`src/design/pat_pkg.sv`:
```
// ----------------------------------------------------------------------------
// pat_pkg: shared types and constants of the Paxos acceptor table
// Field widths, message and reply codes, and the command word that travels
// from the front end to the table engine.
// ----------------------------------------------------------------------------
package pat_pkg;

	localparam int SLOT_W      = 11;
	localparam int BALLOT_W    = 32;
	localparam int VALUE_W     = 64;
	localparam int ID_W        = 8;
	localparam int OP_W        = 2;
	localparam int KIND_W      = 2;
	// Index of the last replayed instance within one hole request (0 to 63, so up to 64 replays).
	localparam int REPLAY_W    = 6;
	localparam int QUEUE_DEPTH = 2;

	localparam int PADDR_W = 2;
	localparam int PDATA_W = 32;
	localparam logic [PADDR_W-1:0] REG_ACCEPTOR_NUMBER = '0;
	localparam logic [ID_W-1:0]    ACCEPTOR_NUMBER_RESET = 8'd1;

	typedef enum logic [OP_W-1:0] {
		OP_PREPARE = 2'd0,
		OP_ACCEPT  = 2'd1,
		OP_HOLE    = 2'd2,
		OP_OTHER   = 2'd3
	} op_t;

	typedef enum logic [KIND_W-1:0] {
		REPLY_PROMISE  = 2'd0,
		REPLY_NACK     = 2'd1,
		REPLY_ACCEPTED = 2'd2,
		REPLY_VALUE    = 2'd3
	} reply_kind_t;

	typedef enum logic [1:0] {
		CMD_PREPARE = 2'd0,
		CMD_ACCEPT  = 2'd1,
		CMD_HOLE    = 2'd2
	} cmd_kind_t;

	// For a hole request, slot holds the first instance of the range.
	typedef struct packed {
		cmd_kind_t             kind;
		logic [SLOT_W-1:0]     slot;
		logic [BALLOT_W-1:0]   ballot;
		logic [VALUE_W-1:0]    value;
		logic [REPLAY_W-1:0]   last_idx;
	} cmd_t;

endpackage

```
`src/design/pat_queue.sv`:
```
// ----------------------------------------------------------------------------
// pat_queue: command queue between front end and table engine
// Small FIFO of classified commands so that intake and table work stall
// independently of each other.
// ----------------------------------------------------------------------------
module pat_queue
	import pat_pkg::*;
(
	input  logic clk,
	input  logic arst_n,
	input  logic push,
	input  cmd_t push_cmd,
	output logic full,
	input  logic pop,
	output logic head_valid,
	output cmd_t head_cmd
);

	localparam int QAW = $clog2(QUEUE_DEPTH);

	cmd_t            entries_q [QUEUE_DEPTH];
	logic [QAW-1:0]  wr_ptr_q;
	logic [QAW-1:0]  rd_ptr_q;
	logic [QAW:0]    count_q;

	always_ff @(posedge clk or negedge arst_n) begin
		if (!arst_n) begin
			wr_ptr_q <= '0;
			rd_ptr_q <= '0;
			count_q  <= '0;
		end else begin
			if (push) begin
				wr_ptr_q <= wr_ptr_q + 1'b1;
			end
			if (pop) begin
				rd_ptr_q <= rd_ptr_q + 1'b1;
			end
			count_q <= count_q + (QAW + 1)'(push) - (QAW + 1)'(pop);
		end
	end

	always_ff @(posedge clk) begin
		if (push) begin
			entries_q[wr_ptr_q] <= push_cmd;
		end
	end

	assign full       = count_q == (QAW + 1)'(QUEUE_DEPTH);
	assign head_valid = count_q != '0;
	assign head_cmd   = entries_q[rd_ptr_q];

endmodule

```
`config.mk`:
```
export PLATFORM = sky130hd
export DESIGN_NAME = pat_queue
export DESIGN_NICKNAME = d
export VERILOG_FILES = /design/src/design/pat_pkg.sv /design/src/design/pat_queue.sv
export SDC_FILE = /design/constraint.sdc
export NUM_CORES = 1
export LEC_CHECK = 0
export ABC_AREA = 1
export BUFFER_PORTS_ARGS = -buffer_cell sky130_fd_sc_hd__buf_2
export CAP_MARGIN = 20
export CORE_ASPECT_RATIO = 0.6
export CORE_UTILIZATION = 52
export DETAILED_ROUTE_END_ITERATION = 8
export HOLD_SLACK_MARGIN = 0.02
export PLACE_DENSITY = 0.83
export SLEW_MARGIN = 20
export SYNTH_ARGS = -nofsm -noshare
export SYNTH_HDL_FRONTEND = slang
export SYNTH_SLANG_ARGS = --single-unit
```
`constraint.sdc`:
```
create_clock -name clk -period 6.4 [get_ports clk]
set_input_delay 0.32 -clock clk [delete_from_list [all_inputs] [get_ports clk]]
set_output_delay 0.32 -clock clk [all_outputs]
set_load 0.05 [all_outputs]
```
Word level (Yosys, flattened, before mapping)

Memory sizes are Yosys's and may differ from the RTL's.
Cells that the tools add are included.

Memories: 1
Register bits after elaboration: 4
Word-level logic and storage cells: 12
Bits in writable memories: 230

Add/sub/neg operators: 4
Reductions and logical operators: 1
Equality and inequality tests: 1
Multiplexer cells: 2

Memories:

| name      | depth | bits a word | read ports | clocked after Yosys merged registers in | wr ports | RTL line        | text |
|---|---|---|---|---|---|---|---|
| entries_q | 2     | 115         | 1          | 0                                       | 1        | pat_queue.sv:21 | `cmd_t entries_q [QUEUE_DEPTH];` |

Operator list:

| operator                                    | count |
|---|---|
| 1-bit adder, second input constant          | 2 |
| 2-bit by 1-bit adder with 2-bit output      | 1 |
| 2-bit equality test, second input constant  | 1 |
| 1-bit 2-to-1 mux                            | 2 |
| 2-bit nonzero test                          | 1 |
| 2-bit by 1-bit subtractor with 2-bit output | 1 |

Longest topological paths before layout

Gate-level depths: netlist of the first run.

Word-level depth: 2
Mapped depth: 7

Worst setup path before layout of the first run

Ideal clock, no wire load.

Path kind: register to register
Start: register wr_ptr_q
End: memory entries_q[0][0] (netlist bit), enable pin
Clock period less this slack: 5,787 ps
Data arrival time: 5,194 ps
Cell stages (with the launch flop): 2
Buffers on the path: 0
Setup time: 593 ps
Path slack: 613 ps
Cell sequence: dfrtp_1 > nor2_1

RTL lines:

| item                     | RTL line        | text |
|---|---|---|
| start: declaration       | pat_queue.sv:22 | `logic [QAW-1:0] wr_ptr_q;` |
| start signal: assignment | pat_queue.sv:33 | `wr_ptr_q <= wr_ptr_q + 1'b1;` |
| end: declaration         | pat_queue.sv:21 |  |

Straight into the memory's write port.

==> results of run 1 <==
==> routing by layer <==
layer,wire length [microns],GRT usage [%],vias up
li1,-,-,2819
met1,7210,24.5,2713
met2,9390,37.7,249
met3,1950,7.18,40
met4,383,5.82,0
met5,0,0,-
==> cell type report <==
cell class | instances | share of cell area (%)
clock inverters | 10 | 0.578
well taps | 228 | 2.40
repair buffers | 351 | 19.5
flip-flops and latches | 234 | 58.9
inverters | 122 | 3.87
diodes | 2 | 0.0421
multi-input cells | 244 | 9.68
clock buffers | 28 | 4.99
==> through the flow <==
step	instance area, sq um	power, mW	std cells	worst slack (ns)	hold WS (ns)
CTS	11900	5.94	1216	3.43	0.0200
detailed placement	10100	4.69	1068	3.97	0.142
finish	11900	5.93	1219	3.39	0.0411
floorplan	8850	4.22	625	0.613	0.0244
global placement	10100	4.64	1068	4.04	0.137
global route	11900	6.20	1219	3.19	0.0241
==> synth_stat cells <==
master	count	area [sq um]
edfxtp_1	230	6910
inv_1	122	458
nand2_1	122	458
o21ai_0	100	500
o21ai_2	15	131
clkbuf_8	9	124
buf_6	5	56.3
clkbuf_1	4	15.0
clkbuf_4	4	30.0
dfrtp_1	4	100
buf_2	2	10.0
ha_1	2	25.0
nor2_1	2	7.51
xor2_1	2	17.5
buf_4	1	7.51
nand3_1	1	5.00
==> state kept, by name, indices dropped and copies added (netlist names) <==
signal	flops
entries_q	230
count_q	2
wr_ptr_q	1
rd_ptr_q	1
==> critical path: cells and delay by family, from the launching register on <==
family	cells	cell delay (ns)
buf+inv	2	1.02
flops	1	0.82
simple gates	1	0.15
compound gates	1	0.15
==> final timing paths <==
check	end	slack, ns	depth (start not counted)
worst max-delay path	head_cmd[56]	3.39	4
worst min-delay path	entries_q[0][66]$_DFFE_PP_	0.04	1
worst max register to register	entries_q[1][58]$_DFFE_PP_	4.15	3
worst min register to register	wr_ptr_q$_DFFE_PN0P_	0.55	1
max in group asynchronous	rd_ptr_q$_DFFE_PN0P_	6.08	2
min in group asynchronous	rd_ptr_q$_DFFE_PN0P_	0.17	2
==> report_power, final <==
part	total (mW)	internal (mW)	switching [mW]
sequential	2.17	2.04	0.132
clock	1.20	0.693	0.507
combinational	2.56	0.498	2.06
total	5.93	3.23	2.70
==> cells by family (layout without fill, tap and decap cells) <==
family,count (synthesis),after routing
flip-flops,234,234
buffers and inverters,147,511
AND/OR/NAND/NOR,125,125
AO/OA/AOI/OAI,115,115
adder cells (fa/ha/maj),2,2
XOR/XNOR,2,2
other,0,2
==> results.yml, run 1 <==
cells_and_area:
  finalNetCount: 1096
  layout_common_cells: "235 x buf_2, 230 x edfxtp_1, 122 x nand2_1"
  postLayoutCoreUtil_pct: 72.4
  syn2layout_area_growth_pct: 34.4
  register_area_sq_mm: 0.00701
  drive_gt1_share_pct: 28.9
  final_common_cell: "buf_2"
  n_fill_cell: 1025
  multi_input_area_sq_mm: 0.00115
grt:
  grt_antenna_before_repair: 2
  grt_use_total_pct: 21.0
  grt_max_degree: 85
  globalRouteOverflowTotal: 0
  first_global_vias: 5657
  grt_pass1_wl_microns: 27900
cts:
  clkTransAtPathRegs_ns: 0.06
  clk_latency_ns: 0.49
  numClockSinks: 234
  cts_setup_buffers: 0
  cts.path.max_buffers: 3
  cts_buffers: 22
  postCtsResizedCells: 0
  h-tree-depth: 1
  cts_tree: "built"
  hold_buffers: 110
  clock-root-buffer: "clkbuf_16"
setup_path:
  arrival_ns: 2.69
  cp_data_required_time_ns: 6.08
  cp_slowest_cell: "dfrtp_4"
  r2r_start: "wr_ptr_q$_DFFE_PN0P_"
  path_class: "flip-flop to output pin"
  path_cells: "buf_4 > nand2_1 > o21ai_0 > buf_2"
  endpoint_kind: "output pin"
  cp_slowest_stage_delay_ns: 0.82
  critPathMaxFanout: 84
  startpoint_type: "flip-flop"
  crit_path_start: "rd_ptr_q$_DFFE_PN0P_"
sta:
  hold_viol: 0
  max_freq_mhz: 332
  slew_headroom_pct: 37.3
  tightest_slew_ns: 0.940
  timing_max_transition_violations_final: 0
  setup_viol: 0
  rsz0062_at_grt: "false"
  fin_tns_setup_ns: 0
  period_needed_ns: 3.01
  finalCritPeriodShare_pct: 47.0
  clock_skew_ns: 0.0134
hold_path:
  worstHoldPathType: "input port to flip-flop"
  hp-start: "push_cmd[66]"
synth:
  netlist_area_sq_mm: 0.00885
  synthMuxAreaShare_pct: 0
  synth_xor_area_share_pct: 0.198
  synth_top_family_by_area: "buffers and inverters"
  ys_warn_count: 0
  ys_seq_area_share_pct: 79.2
  yosys.area_share.simple_pct: 5.31
  ys_seq_elements: 234
  ys_types: 16
  syn_nets: 746
  avgSynthCellArea_sq_um: 14.2
  synthAdderAreaFrac_pct: 0.283
  synth_compound_area_share_pct: 7.14
  postSynthCellCount: 625
power:
  power_per_cell_area_mw_per_mm2: 498
  p_leak_nw: 5.09
  peakVddDrop_mv: 0.342
routing:
  wl_per_cell_microns: 15.5
  firstDrtPassIters: 5
  routed_via_density: 4.78
  vias: 5821
  drc_errors: 0
  drtIter0Drc: 344
  antenna_left: 0
  wirelength_microns: 18900
placed_design:
  port_buffers: 235
  hpwl_microns: 10900
  gp_congestion: 0.721
floorplanning:
  core_area_sq_mm: 0.0164
  num_rows: 36
  die_y_microns: 103
  pin_count: 236
  initial_core_util_pct: 53.8
  fp.dieW_microns: 170
  die_area_sq_mm: 0.0176
status:
  status: "finished clean"
flow_run:
  cap_violations: 0
(Power assumes the default switching activity.)
==> run 2, diff against run 1 <==
==> constraint.sdc (replaced) <==
create_clock -name clk -period 2.8 [get_ports clk]
set_input_delay 0.14 -clock clk [delete_from_list [all_inputs] [get_ports clk]]
set_output_delay 0.14 -clock clk [all_outputs]
set_load 0.05 [all_outputs]
==> results.yml, run 2 (same netlist as run 1, synthesis figures left out) <==
setup_path:
  cp_slowest_cell: "dfrtp_4"
  r2r_setup_slack_ns: 1.11
  cp_data_required_time_ns: 2.66
  crit_buf_inv: 2
  critPathTopFamily: "flip-flops"
  endpoint_kind: "output pin"
  cp_slowest_stage_delay_ns: 0.72
  arrival_ns: 2.25
  r2r_start: "wr_ptr_q$_DFFE_PN0P_"
  startpoint_type: "flip-flop"
  path_cells: "buf_12 > nand2_1 > o21ai_0 > buf_2"
  r2r_end: "entries_q[1][35]$_DFFE_PP_"
  path_class: "flip-flop to output pin"
  reg2regPathDepth: 3
  critPathMaxFanout: 101
grt:
  first_global_vias: 5824
  grt_pass1_wl_microns: 29800
  grt_use_total_pct: 22.5
  grt_antenna_before_repair: 2
  globalRouteOverflowTotal: 0
  grt_max_degree: 102
hold_path:
  hold_depth: 2
  whs_endpoint: "entries_q[0][29]$_DFFE_PP_"
  worstHoldPathType: "input port to flip-flop"
  hp-start: "push_cmd[29]"
placed_design:
  placed_area_sq_mm: 0.0102
  port_buffers: 235
  gp_congestion: 0.737
  hpwl_microns: 11200
floorplanning:
  fp.dieW_microns: 170
  pin_count: 236
  num_rows: 36
  die_y_microns: 103
  core_area_sq_mm: 0.0164
  die_area_sq_mm: 0.0176
  initial_core_util_pct: 53.8
cells_and_area:
  final_common_cell: "buf_2"
  finalNetCount: 1105
  reg_top3: "entries_q (230), count_q (2)"
  layout_common_cells: "235 x buf_2, 230 x edfxtp_1, 122 x nand2_1"
  drive_gt1_share_pct: 29.1
  n_fill_cell: 979
  syn2layout_area_growth_pct: 35.5
  largest_register_ffs: 230
  postLayoutCellArea_sq_mm: 0.0120
  largest_register: "entries_q"
cts:
  clkTransAtPathRegs_ns: 0.07
  cts.path.max_buffers: 3
  clock-root-buffer: "clkbuf_16"
  clk_latency_ns: 0.50
  cts_setup_buffers: 0
  h-tree-depth: 1
  cts_buffers: 21
  postCtsResizedCells: 0
  cts_tree: "built"
  numClockSinks: 234
power:
  switchingPower_mw: 6.30
  internal-power_mw: 7.32
  clkPwrFrac_pct: 19.6
  power.total_mw: 13.6
  seq_power_share_pct: 36.2
  peakVddDrop_mv: 0.896
  p_leak_nw: 5.12
  switching_share_pct: 46.2
  p_comb_share_pct: 44.3
  power_per_cell_area_mw_per_mm2: 1140
sta:
  slew_headroom_pct: 45.1
  period_needed_ns: 2.39
  rsz0062_at_grt: "false"
  timing_max_transition_violations_final: 0
  finalCritPeriodShare_pct: 85.5
  tightest_slew_ns: 0.823
  fin_tns_setup_ns: 0
  hold_viol: 0
  clock_skew_ns: 0.0253
  max_freq_mhz: 418
  setup_viol: 0
flow_run:
  cap_violations: 0
routing:
  vias: 5937
  antenna_left: 0
  drtIter0Drc: 613
  firstDrtPassIters: 5
  wl_per_cell_microns: 16.4
  drc_errors: 0
  routed_via_density: 4.83
  wirelength_microns: 20200
status:
  status: "finished clean"
[run 2: cell count changes in the layout (fill, tap and decap cells not counted)]
cell / before / now
clkbuf_1: 5 / 1
buf_4: 5 / 4
clkinvlp_4: 0 / 3
dlygate4sd3_1: 111 / 119
clkinv_2: 4 / 6
clkbuf_16: 23 / 21
inv_4: 1 / 0
buf_12: 0 / 3
clkinv_1: 5 / 6
[run 2: worst max-delay path by stage]
stage / start / depth (start not counted) / endpoint
after CTS: rd_ptr_q$_DFFE_PN0P_ / 4 / head_cmd[21]
after global placement: rd_ptr_q$_DFFE_PN0P_ / 4 / head_cmd[112]
after detailed placement: rd_ptr_q$_DFFE_PN0P_ / 4 / head_cmd[113]
final: rd_ptr_q$_DFFE_PN0P_ / 4 / head_cmd[15]
after floorplan: wr_ptr_q$_DFFE_PN0P_ / 2 / entries_q[1][0]$_DFFE_PP_
after global routing: rd_ptr_q$_DFFE_PN0P_ / 4 / head_cmd[15]
[run 2: power groups by stage]
stage               combinational (mW)  sequential, mW  clock [mW]
finish                            6.03            4.93        2.66
global route                      6.40            4.98        2.85
CTS                               6.00            4.91        2.69
detailed placement                5.84            4.98           0
global placement                  5.76            4.95           0
floorplan                         4.72            4.88           0
[run 2: routing by layer]
| metal | vias to the layer above | GRT usage, % | wire, microns | part of all wire, % |
|---|---|---|---|---|
| met1 | 2792 | 26.7 | 7820 | 39 |
| li1 | 2829 | - | - | - |
| met5 | - | 0 | 0 | 0 |
| met3 | 31 | 7.91 | 2050 | 10 |
| met2 | 285 | 39.7 | 9940 | 49 |
| met4 | 0 | 6.03 | 380 | 1.9 |
[run 2: what timing repair did]
| item | 4_1_cts | 5_1_grt |
|---|---|---|
| hold buffers | 119 | 0 |
| hold endpoints to repair | 237 | 0 |
| setup endpoints to repair | 0 | 0 |
[run 2: area by class of cell]
| class | count | area [sq um] | area share, % |
|---|---|---|---|
| flip-flops and latches | 234 | 7010 | 58.4 |
| repair buffers | 361 | 2460 | 20.5 |
| multi-input cells | 244 | 1150 | 9.60 |
| clock buffers | 22 | 529 | 4.41 |
| inverters | 122 | 462 | 3.85 |
| well taps | 228 | 285 | 2.38 |
| clock inverters | 15 | 97.6 | 0.813 |
| diodes | 2 | 5.00 | 0.0417 |
[run 2: stage by stage]
step / utilization [%] / cells / setup slack, ns / hold WS [ns]
floorplan: - / 625 / 0.200 / -0.156
global placement: 61.9 / 1070 / 1.02 / -0.0485
detailed placement: 61.9 / 1070 / 0.987 / -0.0478
CTS: 73.0 / 1226 / 0.419 / 0.354
global route: 73.0 / 1228 / 0.314 / 0.366
finish: 73.0 / 1228 / 0.407 / 0.372
