--- config.mk ---
export PLATFORM = sky130hd
export DESIGN_NAME = pat_front_flat
export DESIGN_NICKNAME = d
export VERILOG_FILES = /design/src/design/pat_pkg.sv /design/src/design/pat_request_if.sv /design/src/design/pat_front.sv /design/src/flat_wrapper.sv
export SDC_FILE = /design/constraint.sdc
export NUM_CORES = 1
export LEC_CHECK = 0
export BUFFER_PORTS_ARGS = -buffer_cell sky130_fd_sc_hd__buf_4
export CAP_MARGIN = 20
export CORE_AREA = 3 3 97 99
export DETAILED_ROUTE_END_ITERATION = 8
export DIE_AREA = 0 0 100 102
export GPL_ROUTABILITY_DRIVEN = 1
export MAX_ROUTING_LAYER = met4
export PLACE_DENSITY_LB_ADDON = 0.3
export SLEW_MARGIN = 5
export SYNTH_ARGS = -nofsm -noshare
export SYNTH_HDL_FRONTEND = slang
export SYNTH_SLANG_ARGS = --single-unit
--- constraint.sdc ---
create_clock -name vclk -period 2.1
set_clock_uncertainty 0.15 [all_clocks]
set_input_delay 0.105 -clock vclk [all_inputs]
set_output_delay 0.105 -clock vclk [all_outputs]
set_load 0.03 [all_outputs]
--- src/design/pat_pkg.sv ---
// ----------------------------------------------------------------------------
// pat_pkg: shared types and constants of the Paxos acceptor table
// Field widths, message and reply codes, and the command word that travels
// from the front end to the table engine.
// ----------------------------------------------------------------------------
package pat_pkg;

	localparam int SLOT_W      = 11;
	localparam int BALLOT_W    = 32;
	localparam int VALUE_W     = 64;
	localparam int ID_W        = 8;
	localparam int OP_W        = 2;
	localparam int KIND_W      = 2;
	// Index of the last replayed instance within one hole request (0 to 63, so up to 64 replays).
	localparam int REPLAY_W    = 6;
	localparam int QUEUE_DEPTH = 2;

	localparam int PADDR_W = 2;
	localparam int PDATA_W = 32;
	localparam logic [PADDR_W-1:0] REG_ACCEPTOR_NUMBER = '0;
	localparam logic [ID_W-1:0]    ACCEPTOR_NUMBER_RESET = 8'd1;

	typedef enum logic [OP_W-1:0] {
		OP_PREPARE = 2'd0,
		OP_ACCEPT  = 2'd1,
		OP_HOLE    = 2'd2,
		OP_OTHER   = 2'd3
	} op_t;

	typedef enum logic [KIND_W-1:0] {
		REPLY_PROMISE  = 2'd0,
		REPLY_NACK     = 2'd1,
		REPLY_ACCEPTED = 2'd2,
		REPLY_VALUE    = 2'd3
	} reply_kind_t;

	typedef enum logic [1:0] {
		CMD_PREPARE = 2'd0,
		CMD_ACCEPT  = 2'd1,
		CMD_HOLE    = 2'd2
	} cmd_kind_t;

	// For a hole request, slot holds the first instance of the range.
	typedef struct packed {
		cmd_kind_t             kind;
		logic [SLOT_W-1:0]     slot;
		logic [BALLOT_W-1:0]   ballot;
		logic [VALUE_W-1:0]    value;
		logic [REPLAY_W-1:0]   last_idx;
	} cmd_t;

endpackage

--- src/design/pat_request_if.sv ---
// ----------------------------------------------------------------------------
// pat_request_if: incoming message channel
// Valid/ready channel that carries one acceptor message per word.
// ----------------------------------------------------------------------------
interface pat_request_if
	import pat_pkg::*;
();

	logic                valid;
	logic                ready;
	logic [OP_W-1:0]     operation;
	logic [SLOT_W-1:0]   slot;
	logic [BALLOT_W-1:0] proposal_ballot;
	logic [VALUE_W-1:0]  proposal_value;
	logic [SLOT_W-1:0]   range_low;
	logic [SLOT_W-1:0]   range_high;

	modport source (
		output valid, operation, slot, proposal_ballot, proposal_value,
		       range_low, range_high,
		input  ready
	);

	modport sink (
		input  valid, operation, slot, proposal_ballot, proposal_value,
		       range_low, range_high,
		output ready
	);

endinterface

--- src/design/pat_front.sv ---
// ----------------------------------------------------------------------------
// pat_front: message intake and classification
// Accepts request words, drops those that cause no reply, trims hole ranges
// to the table and the replay limit, and pushes commands into the queue.
// ----------------------------------------------------------------------------
module pat_front
	import pat_pkg::*;
#(
	parameter int INSTANCES  = 2048,
	parameter int MAX_REPLAY = 64
) (
	pat_request_if.sink request,
	input  logic        queue_full,
	input  logic        clearing,
	output logic        push,
	output cmd_t        push_cmd
);

	op_t               op;
	logic              slot_ok;
	logic              high_ok;
	logic              range_empty;
	logic              keep;
	logic [SLOT_W-1:0] high_cut;
	logic [SLOT_W:0]   span;

	always_comb begin
		op          = op_t'(request.operation);
		slot_ok     = 32'(request.slot) < INSTANCES;
		high_ok     = 32'(request.range_high) < INSTANCES;
		high_cut    = high_ok ? request.range_high : SLOT_W'(INSTANCES - 1);
		range_empty = high_cut < request.range_low;
		span        = {1'b0, high_cut} - {1'b0, request.range_low};

		push_cmd          = '0;
		push_cmd.slot     = request.slot;
		push_cmd.ballot   = request.proposal_ballot;
		push_cmd.value    = request.proposal_value;
		keep              = 1'b0;

		case (op)
			OP_PREPARE: begin
				push_cmd.kind = CMD_PREPARE;
				keep          = slot_ok;
			end
			OP_ACCEPT: begin
				push_cmd.kind = CMD_ACCEPT;
				keep          = slot_ok;
			end
			OP_HOLE: begin
				push_cmd.kind = CMD_HOLE;
				push_cmd.slot = request.range_low;
				keep          = !range_empty;
				// Long ranges stop after the replay limit.
				if (span >= (SLOT_W + 1)'(MAX_REPLAY - 1)) begin
					push_cmd.last_idx = REPLAY_W'(MAX_REPLAY - 1);
				end else begin
					push_cmd.last_idx = span[REPLAY_W-1:0];
				end
			end
			default: begin
				keep = 1'b0;
			end
		endcase
	end

	assign request.ready = !queue_full && !clearing;
	assign push          = request.valid && request.ready && keep;

endmodule

--- src/flat_wrapper.sv ---
// flat-port wrapper written by rule: the top's interface ports become plain ports
module pat_front_flat import pat_pkg::*;
#(
	parameter int INSTANCES  = 2048,
	parameter int MAX_REPLAY = 64
)
  (queue_full, clearing, push, push_cmd, request_valid, request_operation, request_slot, request_proposal_ballot, request_proposal_value, request_range_low, request_range_high, request_ready);
  pat_request_if request_i ();
  input  logic queue_full;
  input  logic clearing;
  output logic push;
  output cmd_t push_cmd;
  input wire logic [$bits(request_i.valid)-1:0] request_valid;
  input wire logic [$bits(request_i.operation)-1:0] request_operation;
  input wire logic [$bits(request_i.slot)-1:0] request_slot;
  input wire logic [$bits(request_i.proposal_ballot)-1:0] request_proposal_ballot;
  input wire logic [$bits(request_i.proposal_value)-1:0] request_proposal_value;
  input wire logic [$bits(request_i.range_low)-1:0] request_range_low;
  input wire logic [$bits(request_i.range_high)-1:0] request_range_high;
  output wire logic [$bits(request_i.ready)-1:0] request_ready;
  assign request_i.valid = request_valid;
  assign request_i.operation = request_operation;
  assign request_i.slot = request_slot;
  assign request_i.proposal_ballot = request_proposal_ballot;
  assign request_i.proposal_value = request_proposal_value;
  assign request_i.range_low = request_range_low;
  assign request_i.range_high = request_range_high;
  assign request_ready = request_i.ready;
  pat_front #(.INSTANCES(INSTANCES), .MAX_REPLAY(MAX_REPLAY)) u_core (.request(request_i), .queue_full(queue_full), .clearing(clearing), .push(push), .push_cmd(push_cmd));
endmodule
==> results of run 1 <==
metrics by stage:
stage | worst slack [ns] | hold WS (ns) | utilization | cell area, sq um | setup TNS [ns]
after global routing | -0.426 | 0.0600 | 0.204 | 1760 | -2.68
after CTS | -0.415 | 0.0602 | 0.201 | 1740 | -2.60
after detailed placement | -0.486 | 0.0602 | 0.193 | 1670 | -3.05
after global placement | -0.416 | 0.0602 | 0.193 | 1670 | -2.63
after floorplan | -0.0600 | 0.170 | - | 1620 | -0.285
kinds of logic after synthesis:
kind of cell | count (synthesis) | synth area share
AO/OA/AOI/OAI | 36 | 0.179
AND/OR/NAND/NOR | 23 | 0.0766
buffers and inverters | 117 | 0.531
adder cells (fa/ha/maj) | 12 | 0.103
XOR/XNOR | 4 | 0.0228
multiplexers | 12 | 0.0872
metal layers:
| metal | global-route usage |
|---|---|
| met3 | 0.0157 |
| met1 | 0.0729 |
| met2 | 0.151 |
| met4 | 0.0466 |
| met5 | - |
timing repair:
| item | CTS | global route |
|---|---|---|
| pin swaps | 12 | 10 |
| gates cloned | 0 | 0 |
| resized for setup | 12 | 2 |
| setup endpoints to repair | 7 | 7 |
| setup buffers | 3 | 1 |
==> results.md, run 1 <==
* Vias in the first global route at approximately 1300
* Yosys warning count at 0
* Largest net degree at the start of global routing at 13
* Routability congestion estimate at 0.781
* Rows at 34
* Initial antenna violation count at 0
* Starting Density at 0.178
* GRT overflow at 0
* Synth Cell Area at 0.00154 sq mm
* Synth cell count leaders: buf_4 (96), inv_1 (18), ha_1 (11), mux2_2 (11), o21a_1 (9)
* Syn_nets at 350
* Die width at ~100 um
* DP Wirelength at 3580 um
* Top-area cell type share of the netlist area at 0.469
* Err: [ERROR DRT-0255] Maze Route cannot find path of net request_proposal_value[0] in worker of routeBox ( 48300 0 ) ( 100000 48300 ).
* Synth unique cells at 36
* Cts-stage hold buffer count at 0
* Syn Area/Cell at 7.53 sq um
* Grt repair worst endpoint: push_cmd[0]
* Synth top area cells: buf_4 (47%), ha_1 (9.0%), mux2_2 (8.1%)
* Sequential share of the synthesized area at 0
* I/O pin count at between 200 and 300
* DIE HEIGHT at between 100 and 150 um
* Status: aborted with a tool error
* Yosys top cell by area: buf_4
* Placed cells at 300
* Worst_ep kind: top-level output
* Mapped Cells at 204
* Gr usage total at 0.0792
* Number of port buffers at slightly below 60
* Most numerous cell in the Yosys netlist: buf_4
* Failing step: detailed routing
* Global-route wire length before repair at between 6000 and 7000 um
==> run 2, diff against run 1 <==
--- a/config.mk
+++ b/config.mk
@@ -7,12 +7,11 @@
 export LEC_CHECK = 0
 export BUFFER_PORTS_ARGS = -buffer_cell sky130_fd_sc_hd__buf_4
 export CAP_MARGIN = 20
-export CORE_AREA = 3 3 97 99
+export CORE_AREA = 3 3 95 97
 export DETAILED_ROUTE_END_ITERATION = 8
-export DIE_AREA = 0 0 100 102
+export DIE_AREA = 0 0 98 100
 export GPL_ROUTABILITY_DRIVEN = 1
-export MAX_ROUTING_LAYER = met4
-export PLACE_DENSITY_LB_ADDON = 0.3
+export PLACE_DENSITY_LB_ADDON = 0.15
 export SLEW_MARGIN = 5
 export SYNTH_ARGS = -nofsm -noshare
 export SYNTH_HDL_FRONTEND = slang
==> constraint.sdc (replaced) <==
create_clock -name vclk -period 2.7
set_clock_uncertainty 0.15 [all_clocks]
set_input_delay 0.135 -clock vclk [all_inputs]
set_output_delay 0.135 -clock vclk [all_outputs]
set_load 0.03 [all_outputs]
==> run 2 against run 1 <==
The flow now finishes without violations. Synthesized cell count unchanged. Global-route usage shrank 0.35 points. Synthesized area unchanged.
==> results.md, run 2 <==
* DRC at 0
* Register area at 0 sq um
* Most common cell after layout, fill and taps aside: buf_4
* Die width at ~98 um
* Post-Route Setup TNS at 0 ns
* Sequential share of the synthesized area at 0
* Worst Tran Pin Value at 0.734 ns
* Yosys top cell by area: buf_4
* Routability congestion estimate at a little over 0.7
* CP startpoint: request_range_high[0]
* Nets at 316
* Initial drt markers at 12
* Die area at around 0.0098 sq mm
* Mapped Cells at 204
* Pwr dens at about 210 mW/mm^2
* Status: completed
* Endpoints failing hold at 0
* CP Capture Point: push_cmd[0]
* Hold WS at between 0.1 and 0.15 ns
* Top-area cell type share of the netlist area at 0.469
* Period utilization at 0.937
* Max Fclk at 395 MHz
* Final Routed Wirelength at about 4200 um
* Vias in the first global route at approximately 1200
* DIE HEIGHT at about 100 um
* Crit end category: output port
* Filler Cell Count at roughly 950
* Synth cell count leaders: buf_4 (96), inv_1 (18), ha_1 (11), mux2_2 (11), o21a_1 (9)
* Layout cells sized above 1 at 0.488
* Vias post-DR at 1114
* Synth-to-Final Area Change at -7.99%
* I/O pin count at about 250
* Worst path most repeated cell: buf_4
* Most numerous cell in the Yosys netlist: buf_4
* Worst vdd ir at around 0.000033 V
* Gr usage total at 0.0756
* Data required time of the worst path at around 2.4 ns
* Post-route cell area at 0.00141 sq mm
* Clock Buffer Count at 0
* Setup CP Type: in -> out
* WL/cell at roughly 15 um
* Synth Cell Area at 0.00154 sq mm
* Placed cells at roughly 270
* HP Class: in -> out
* Syn Area/Cell at 7.53 sq um
* Number of port buffers at ~60
* Starting Density at 0.187
* Global-route wire length before repair at approximately 6000 um
* CP Launch Type: input pin
* Crit path DAT at 2.24 ns
* Final Max Tran Viols at 0
* Synth unique cells at 36
* Final Critical Period at between 2 and 3 ns
* Slew HR at 0.509
* Yosys warning count at 0
* Initial antenna violation count at 0
* Seq cells at 0
* Setup Fix Bufs, Post-CTS at 0
* 1st-pass router iterations at 4
* Cell chain of the critical path: buf_4 > inv_1 > ha_1 > inv_1 > fa_2 > a211o_1 > o211ai_2 > buf_4 > a221oi_2 > o2bb2ai_1 > o2111ai_4 > o21a_1 > buf_4
* Fin cells at around 270
* Post-DR vias/cell at a little over 4
* Commonest non-fill, non-tap cells in the layout: buf_4 (63), inv_1 (18), mux2_2 (11), ha_1 (11), o21a_1 (9)
* Largest net degree at the start of global routing at 14
* DRT antenna net count at 0
* Slowest stage delay, CP at slightly below 0.3 ns
* Placed inst area at about 0.0014 sq mm
* Max-Cap Viols at 0
* DP Wirelength at roughly 3600 um
* GRT overflow at 0
* Unrepaired setup endpoints after global routing: false
* Syn_nets at 350
* Rows at 33
* Antenna cell count at 0
* Slowest-stage cell, CP: a221oi_2
* Core area at 0.00822 sq mm
* Crit-path max FO at 6
* Final setup vio count at 0
* P_leak at around 0.66 nW
* Synth top area cells: buf_4 (47%), ha_1 (9.0%), mux2_2 (8.1%)
-- run 2: cell counts after synthesis --
No cell type changed its count.
-- run 2: timing repair --
action                     4_1_cts  5_1_grt
setup endpoints to repair        2        6
resized for setup                1        2
hold buffers                     0        0
pin swaps                        0        4
-- run 2: routing by layer --
metal	GRT usage	wire length, um	vias to the layer above	part of all wire
met4	0.0437	229	0	0.055
met3	0.0181	356	40	0.085
met5	0	0	-	0
met2	0.141	2130	60	0.51
met1	0.0769	1450	495	0.35
li1	-	-	519	-
-- run 2: power breakdown --
group          internal (mW)  switching, mW
sequential                 0              0
clock                      0              0
combinational          0.139          0.157
total                  0.139          0.157
-- run 2: cells by family after synthesis --
kind of cell | after synthesis | share of synthesized area
AO/OA/AOI/OAI | 36 | 0.179
XOR/XNOR | 4 | 0.0228
adder cells (fa/ha/maj) | 12 | 0.103
buffers and inverters | 117 | 0.531
multiplexers | 12 | 0.0872
AND/OR/NAND/NOR | 23 | 0.0766
-- run 2: per-stage QoR --
| step | util | power, mW | worst slack, ns |
|---|---|---|---|
| floorplan | - | 0.447 | 0.352 |
| global placement | 0.170 | 0.297 | 0.0374 |
| detailed placement | 0.170 | 0.293 | -0.00109 |
| CTS | 0.171 | 0.299 | 0.0142 |
| global route | 0.172 | 0.325 | 0.0117 |
| finish | 0.172 | 0.296 | 0.170 |
-- run 2: final cells by class --
| cell class | instances | area [sq um] | area share |
|---|---|---|---|
| inverters | 18 | 67.6 | 0.0478 |
| multi-input cells | 87 | 741 | 0.524 |
| well taps | 105 | 131 | 0.0930 |
| repair buffers | 63 | 473 | 0.335 |
-- run 2: worst max-delay path: cells and delay by family --
family | cells | cell delay (ns)
buf+inv | 5 | 0.52
fa+ha+maj | 2 | 0.38
compound gates | 6 | 1.21
-- run 2: how the worst min path moves through the flow --
stage / slack (ns) / start / end / depth (start not counted)
after floorplan: 0.23 / request_operation[1] / push_cmd[113] / 1
after global routing: 0.12 / request_proposal_value[10] / push_cmd[16] / 0
after detailed placement: 0.12 / request_proposal_value[20] / push_cmd[26] / 0
after CTS: 0.12 / request_proposal_value[20] / push_cmd[26] / 0
after global placement: 0.12 / request_proposal_value[20] / push_cmd[26] / 0
final: 0.12 / request_proposal_value[5] / push_cmd[11] / 0
(Power assumes the default switching activity.)
==> run 3, diff against run 2 <==
--- a/config.mk
+++ b/config.mk
@@ -11,7 +11,6 @@
 export DETAILED_ROUTE_END_ITERATION = 8
 export DIE_AREA = 0 0 98 100
 export GPL_ROUTABILITY_DRIVEN = 1
-export PLACE_DENSITY_LB_ADDON = 0.15
 export SLEW_MARGIN = 5
 export SYNTH_ARGS = -nofsm -noshare
 export SYNTH_HDL_FRONTEND = slang
==> run 3 against run 2 <==
Die area unchanged. Flip-flop and latch count unchanged. Design area is 0.35% lower. Wire length fell by 4.9%. Setup slack lost 0.0072 ns. Highest routed layer unchanged. Combinational power barely moved. Final cell count decreased by 0.73%. Critical endpoint unchanged. Utilization is 0.061 points lower. Power is 0.15% higher. Global-route usage is 0.55 points lower.
==> results.md, run 3 (synthesized netlist as in run 2, its figures left out) <==
* GRT overflow at 0
* WL/cell at 14.6 um
* Worst Tran Pin Value at 0.566 ns
* Reg power frac at 0
* Setup WS pre-CTS at about 0.017 ns
* Seq cells at 0
* Filler Cell Count at between 900 and 1000
* Rows at 33
* CP startpoint: request_range_high[3]
* Data required time of the worst path at roughly 2.4 ns
* Die width at a little under 100 um
* Logic gate share of total power at 1.000
* Setup Fix Bufs, Post-CTS at 0
* Slew HR at 0.620
* Setup CP Type: in -> out
* Initial drt markers at between 70 and 80
* Vias post-DR at ~1100
* DP Wirelength at roughly 3300 um
* Final Routed Wirelength at around 4000 um
* Die area at just under 0.01 sq mm
* Internal power at approximately 0.14 mW
* Unrepaired setup endpoints after global routing: false
* Global-route wire length before repair at around 5700 um
* Vias in the first global route at 1141
* Status: completed
* DIE HEIGHT at roughly 100 um
* Commonest non-fill, non-tap cells in the layout: buf_4 (61), inv_1 (18), mux2_2 (11), ha_1 (11), o21a_1 (9)
* Crit end category: output port
* Max-Cap Viols at 0
* 1st-pass router iterations at 4
* P_leak at approximately 0.65 nW
* Routability congestion estimate at between 0.8 and 0.9
* Worst vdd ir at just under 0.00006 V
* Largest net degree at the start of global routing at 19
* Final Max Tran Viols at 0
* Crit path DAT at 2.25 ns
* HP Class: in -> out
* Gr usage total at 0.0701
* Hold WS at between 0.1 and 0.15 ns
* Nets at about 310
* Final Critical Period at approximately 2.5 ns
* Starting Density at 0.187
* Period utilization at 0.940
* Sw frac at 0.536
* DRT antenna net count at 0
* I/O pin count at 251
* CP Launch Type: input pin
* Initial antenna violation count at 0
* DRC at 0
* Switching power at 0.159 mW
* Max Fclk at roughly 400 MHz
* Clock share of power at 0
* Most common cell after layout, fill and taps aside: buf_4
* Clock Buffer Count at 0
* Layout cells sized above 1 at 0.482
* Synth-to-Final Area Change at -8.31%
* Fin worst setup slack at between 0.15 and 0.2 ns
* Post-DR vias/cell at ~4.2
* Crit-path max FO at 6
* Endpoints failing hold at 0
* Core area at approximately 0.008 sq mm
* Pwr dens at roughly 210 mW/mm^2
* Final setup vio count at 0
* Design Power at 0.296 mW
* Post-Route Setup TNS at 0 ns
* CP Capture Point: push_cmd[0]
* HP Start: request_proposal_value[5]
* Register area at 0 sq um
* Number of port buffers at between 50 and 60
* Antenna cell count at 0
-- run 3: power groups by stage --
stage          Sequential [mW]  Combinational [mW]  Clock (mW)
2_1_floorplan                0               0.447           0
6_report                     0               0.296           0
5_1_grt                      0               0.324           0
3_3_place_gp                 0               0.285           0
3_5_place_dp                 0               0.287           0
4_1_cts                      0               0.288           0
-- run 3: final cells by class --
type | count | area [sq um] | area share
multi-input combinational | 87 | 751 | 0.533
tap | 105 | 131 | 0.0933
timing repair buffer | 61 | 458 | 0.325
inverter | 18 | 67.6 | 0.0480
-- run 3: how the worst min path moves through the flow --
stage / slack (ns) / depth (start not counted) / end
floorplan: 0.23 / 1 / push_cmd[113]
global placement: 0.12 / 0 / push_cmd[23]
detailed placement: 0.12 / 0 / push_cmd[23]
CTS: 0.12 / 0 / push_cmd[23]
global route: 0.12 / 0 / push_cmd[55]
finish: 0.12 / 0 / push_cmd[11]
-- run 3: worst max-delay path, stage by stage --
cell       delay (ns)
buf_4            0.11
ha_1             0.39
and3_1           0.23
a21oi_1          0.21
a31oi_1          0.15
a211oi_1         0.43
o2111ai_4        0.20
o21a_1           0.25
buf_4            0.16
-- run 3: timing repair --
| item | CTS | global route |
|---|---|---|
| setup endpoints to repair | 0 | 6 |
| hold buffers | 0 | 0 |
| endpoints found under the hold margin | 0 | 0 |
| gates resized for setup | 0 | 4 |
-- run 3: metrics by stage --
| step | cells | utilization | instance area (sq um) |
|---|---|---|---|
| 4_1_cts | 271 | 0.168 | 1380 |
| 2_1_floorplan | 204 | - | 1540 |
| 3_5_place_dp | 271 | 0.168 | 1380 |
| 3_3_place_gp | 271 | 0.168 | 1380 |
| 5_1_grt | 271 | 0.171 | 1410 |
| 6_report | 271 | 0.171 | 1410 |
-- run 3: per-layer routing --
metal	track usage	share of wire	vias to the layer above
li1	-	-	513
met1	0.0803	0.37	490
met2	0.116	0.47	81
met3	0.0188	0.091	47
met4	0.0447	0.065	0
met5	0	0	-
==> run 4, diff against run 3 <==
--- a/config.mk
+++ b/config.mk
@@ -11,6 +11,7 @@
 export DETAILED_ROUTE_END_ITERATION = 8
 export DIE_AREA = 0 0 98 100
 export GPL_ROUTABILITY_DRIVEN = 1
+export REMOVE_ABC_BUFFERS = 1
 export SLEW_MARGIN = 5
 export SYNTH_ARGS = -nofsm -noshare
 export SYNTH_HDL_FRONTEND = slang
==> run 4 against run 3 <==
First-iteration DRC count shrank 44%. Hold slack barely moved. Global-route usage rose by 19 points. Design area stayed put. Critical path depth increased by 3. Non-clock buffer count rose by 1. Combinational power increased by 2%.
==> results.md, run 4 (synthesized netlist as in run 2, its figures left out) <==
* Status: completed
* Internal power at 0.139 mW
* GRT overflow at 0
* Metal3 WL at 4830 um
* Post-Route Setup TNS at 0 ns
* Fin cells at around 270
* WL/cell at roughly 50 um
* Core area at 0.00822 sq mm
* Final Routed Wirelength at roughly 14000 um
* Layout cells sized above 1 at 0.473
* HP Class: in -> out
* Hold Crit Depth at 0
* P_leak at between 0.6 and 0.7 nW
* Rows at 33
* Most common cell after layout, fill and taps aside: buf_4
* Post-DR vias/cell at approximately 4.6
* Sw frac at 0.540
* Global-route wire length before repair at 16300 um
* Cts-stage hold buffer count at 0
* Crit path DAT at roughly 2.3 ns
* Crit-path max FO at 6
* CP Launch Type: input pin
* Routability congestion estimate at just over 0.9
* Number of port buffers at a little under 60
* Reg power frac at 0
* DP Wirelength at around 13000 um
* Gr usage total at 0.262
* DR top layer: met4
* Logic gate share of total power at 1.000
* Fin worst setup slack at between 0.07 and 0.08 ns
* Clock share of power at 0
* DIE HEIGHT at 100 um
* I/O pin count at between 200 and 300
* Largest net degree at the start of global routing at 17
* Setup Fix Bufs, Post-CTS at 0
* DRC at 0
* Initial drt markers at 42
* Final Critical Period at 2.62 ns
* Starting Density at 0.187
* Placed cells at 272
* Data required time of the worst path at ~2.4 ns
* Endpoints failing hold at 0
* Slew HR at 0.613
* 1st-pass router iterations at 4
* Commonest non-fill, non-tap cells in the layout: buf_4 (62), inv_1 (18), mux2_2 (11)
* Nets at roughly 320
* Max Fclk at between 300 and 400 MHz
* Routed length on met2 at around 7000 um
* Antenna cell count at 0
* Die area at 0.00980 sq mm
* Vias post-DR at approximately 1300
* Max-Cap Viols at 0
* Die width at about 98 um
* Period utilization at 0.972
* Hold WS at around 0.12 ns
* Worst vdd ir at slightly below 0.00009 V
* Final Max Tran Viols at 0
* Clock Buffer Count at 0
* Vias in the first global route at 1227
* Hold EP: push_cmd[80]
* Metal-1 WL at roughly 1600 um
* Crit end category: output port
* Pwr dens at 214 mW/mm^2
* DRT antenna net count at 0
* Final setup vio count at 0
* Register area at 0 sq um
* Seq cells at 0
* Switching power at ~0.16 mW
* HP Start: request_proposal_ballot[10]
* Initial antenna violation count at 0
* Synth-to-Final Area Change at -8.31%
* CP startpoint: request_range_high[0]
* Worst Tran Pin Value at between 0.5 and 0.6 ns
* Setup WS pre-CTS at 0.00452 ns
* Setup CP Type: in -> out
run 4: cell types whose count changed in the layout (fill, tap and decap cells not counted), sizes merged:
cell  before  now
buf       61   62
run 4: worst max-delay path by stage:
stage             endpoint  slack [ns]  depth (start not counted)
5_1_grt        push_cmd[0]      -0.007                         12
6_report       push_cmd[0]        0.08                         12
3_3_place_gp   push_cmd[4]        0.06                         12
4_1_cts        push_cmd[0]       0.001                         12
2_1_floorplan  push_cmd[2]        0.35                         10
3_5_place_dp   push_cmd[0]       0.005                         12
run 4: through the flow:
| step | power [mW] | cell area [sq um] | util |
|---|---|---|---|
| floorplan | 0.177 | 787 | - |
| global placement | 0.291 | 1380 | 0.168 |
| detailed placement | 0.290 | 1380 | 0.168 |
| CTS | 0.293 | 1380 | 0.168 |
| global route | 0.326 | 1410 | 0.171 |
| finish | 0.301 | 1410 | 0.171 |
run 4: cell type report:
| class | count | area (sq um) |
|---|---|---|
| fillers | 939 | 6810 |
| inverters | 18 | 67.6 |
| multi-input cells | 87 | 743 |
| well taps | 105 | 131 |
| repair buffers | 62 | 465 |
run 4: worst max-delay path, stage by stage:
cell	delay, ns
buf_4	0.11
inv_1	0.08
ha_4	0.15
inv_1	0.05
fa_1	0.38
a211o_1	0.31
o211ai_2	0.09
nor3b_1	0.08
a311oi_2	0.31
o2111ai_4	0.23
o21a_1	0.25
buf_4	0.17
run 4: per-layer routing:
metal,vias to the layer above,track usage
met2,256,0.484
met5,-,0
li1,513,-
met4,0,0.0245
met1,479,0.0913
met3,12,0.441
run 4: power groups by stage:
stage	Clock [mW]	Combinational, mW	Sequential [mW]
2_1_floorplan	0	0.177	0
3_3_place_gp	0	0.291	0
3_5_place_dp	0	0.290	0
4_1_cts	0	0.293	0
5_1_grt	0	0.326	0
6_report	0	0.301	0
run 4: timing repair:
action | in CTS | in global routing
pin swaps | 1 | 4
resized for setup | 0 | 3
endpoints found under the setup margin | 6 | 6
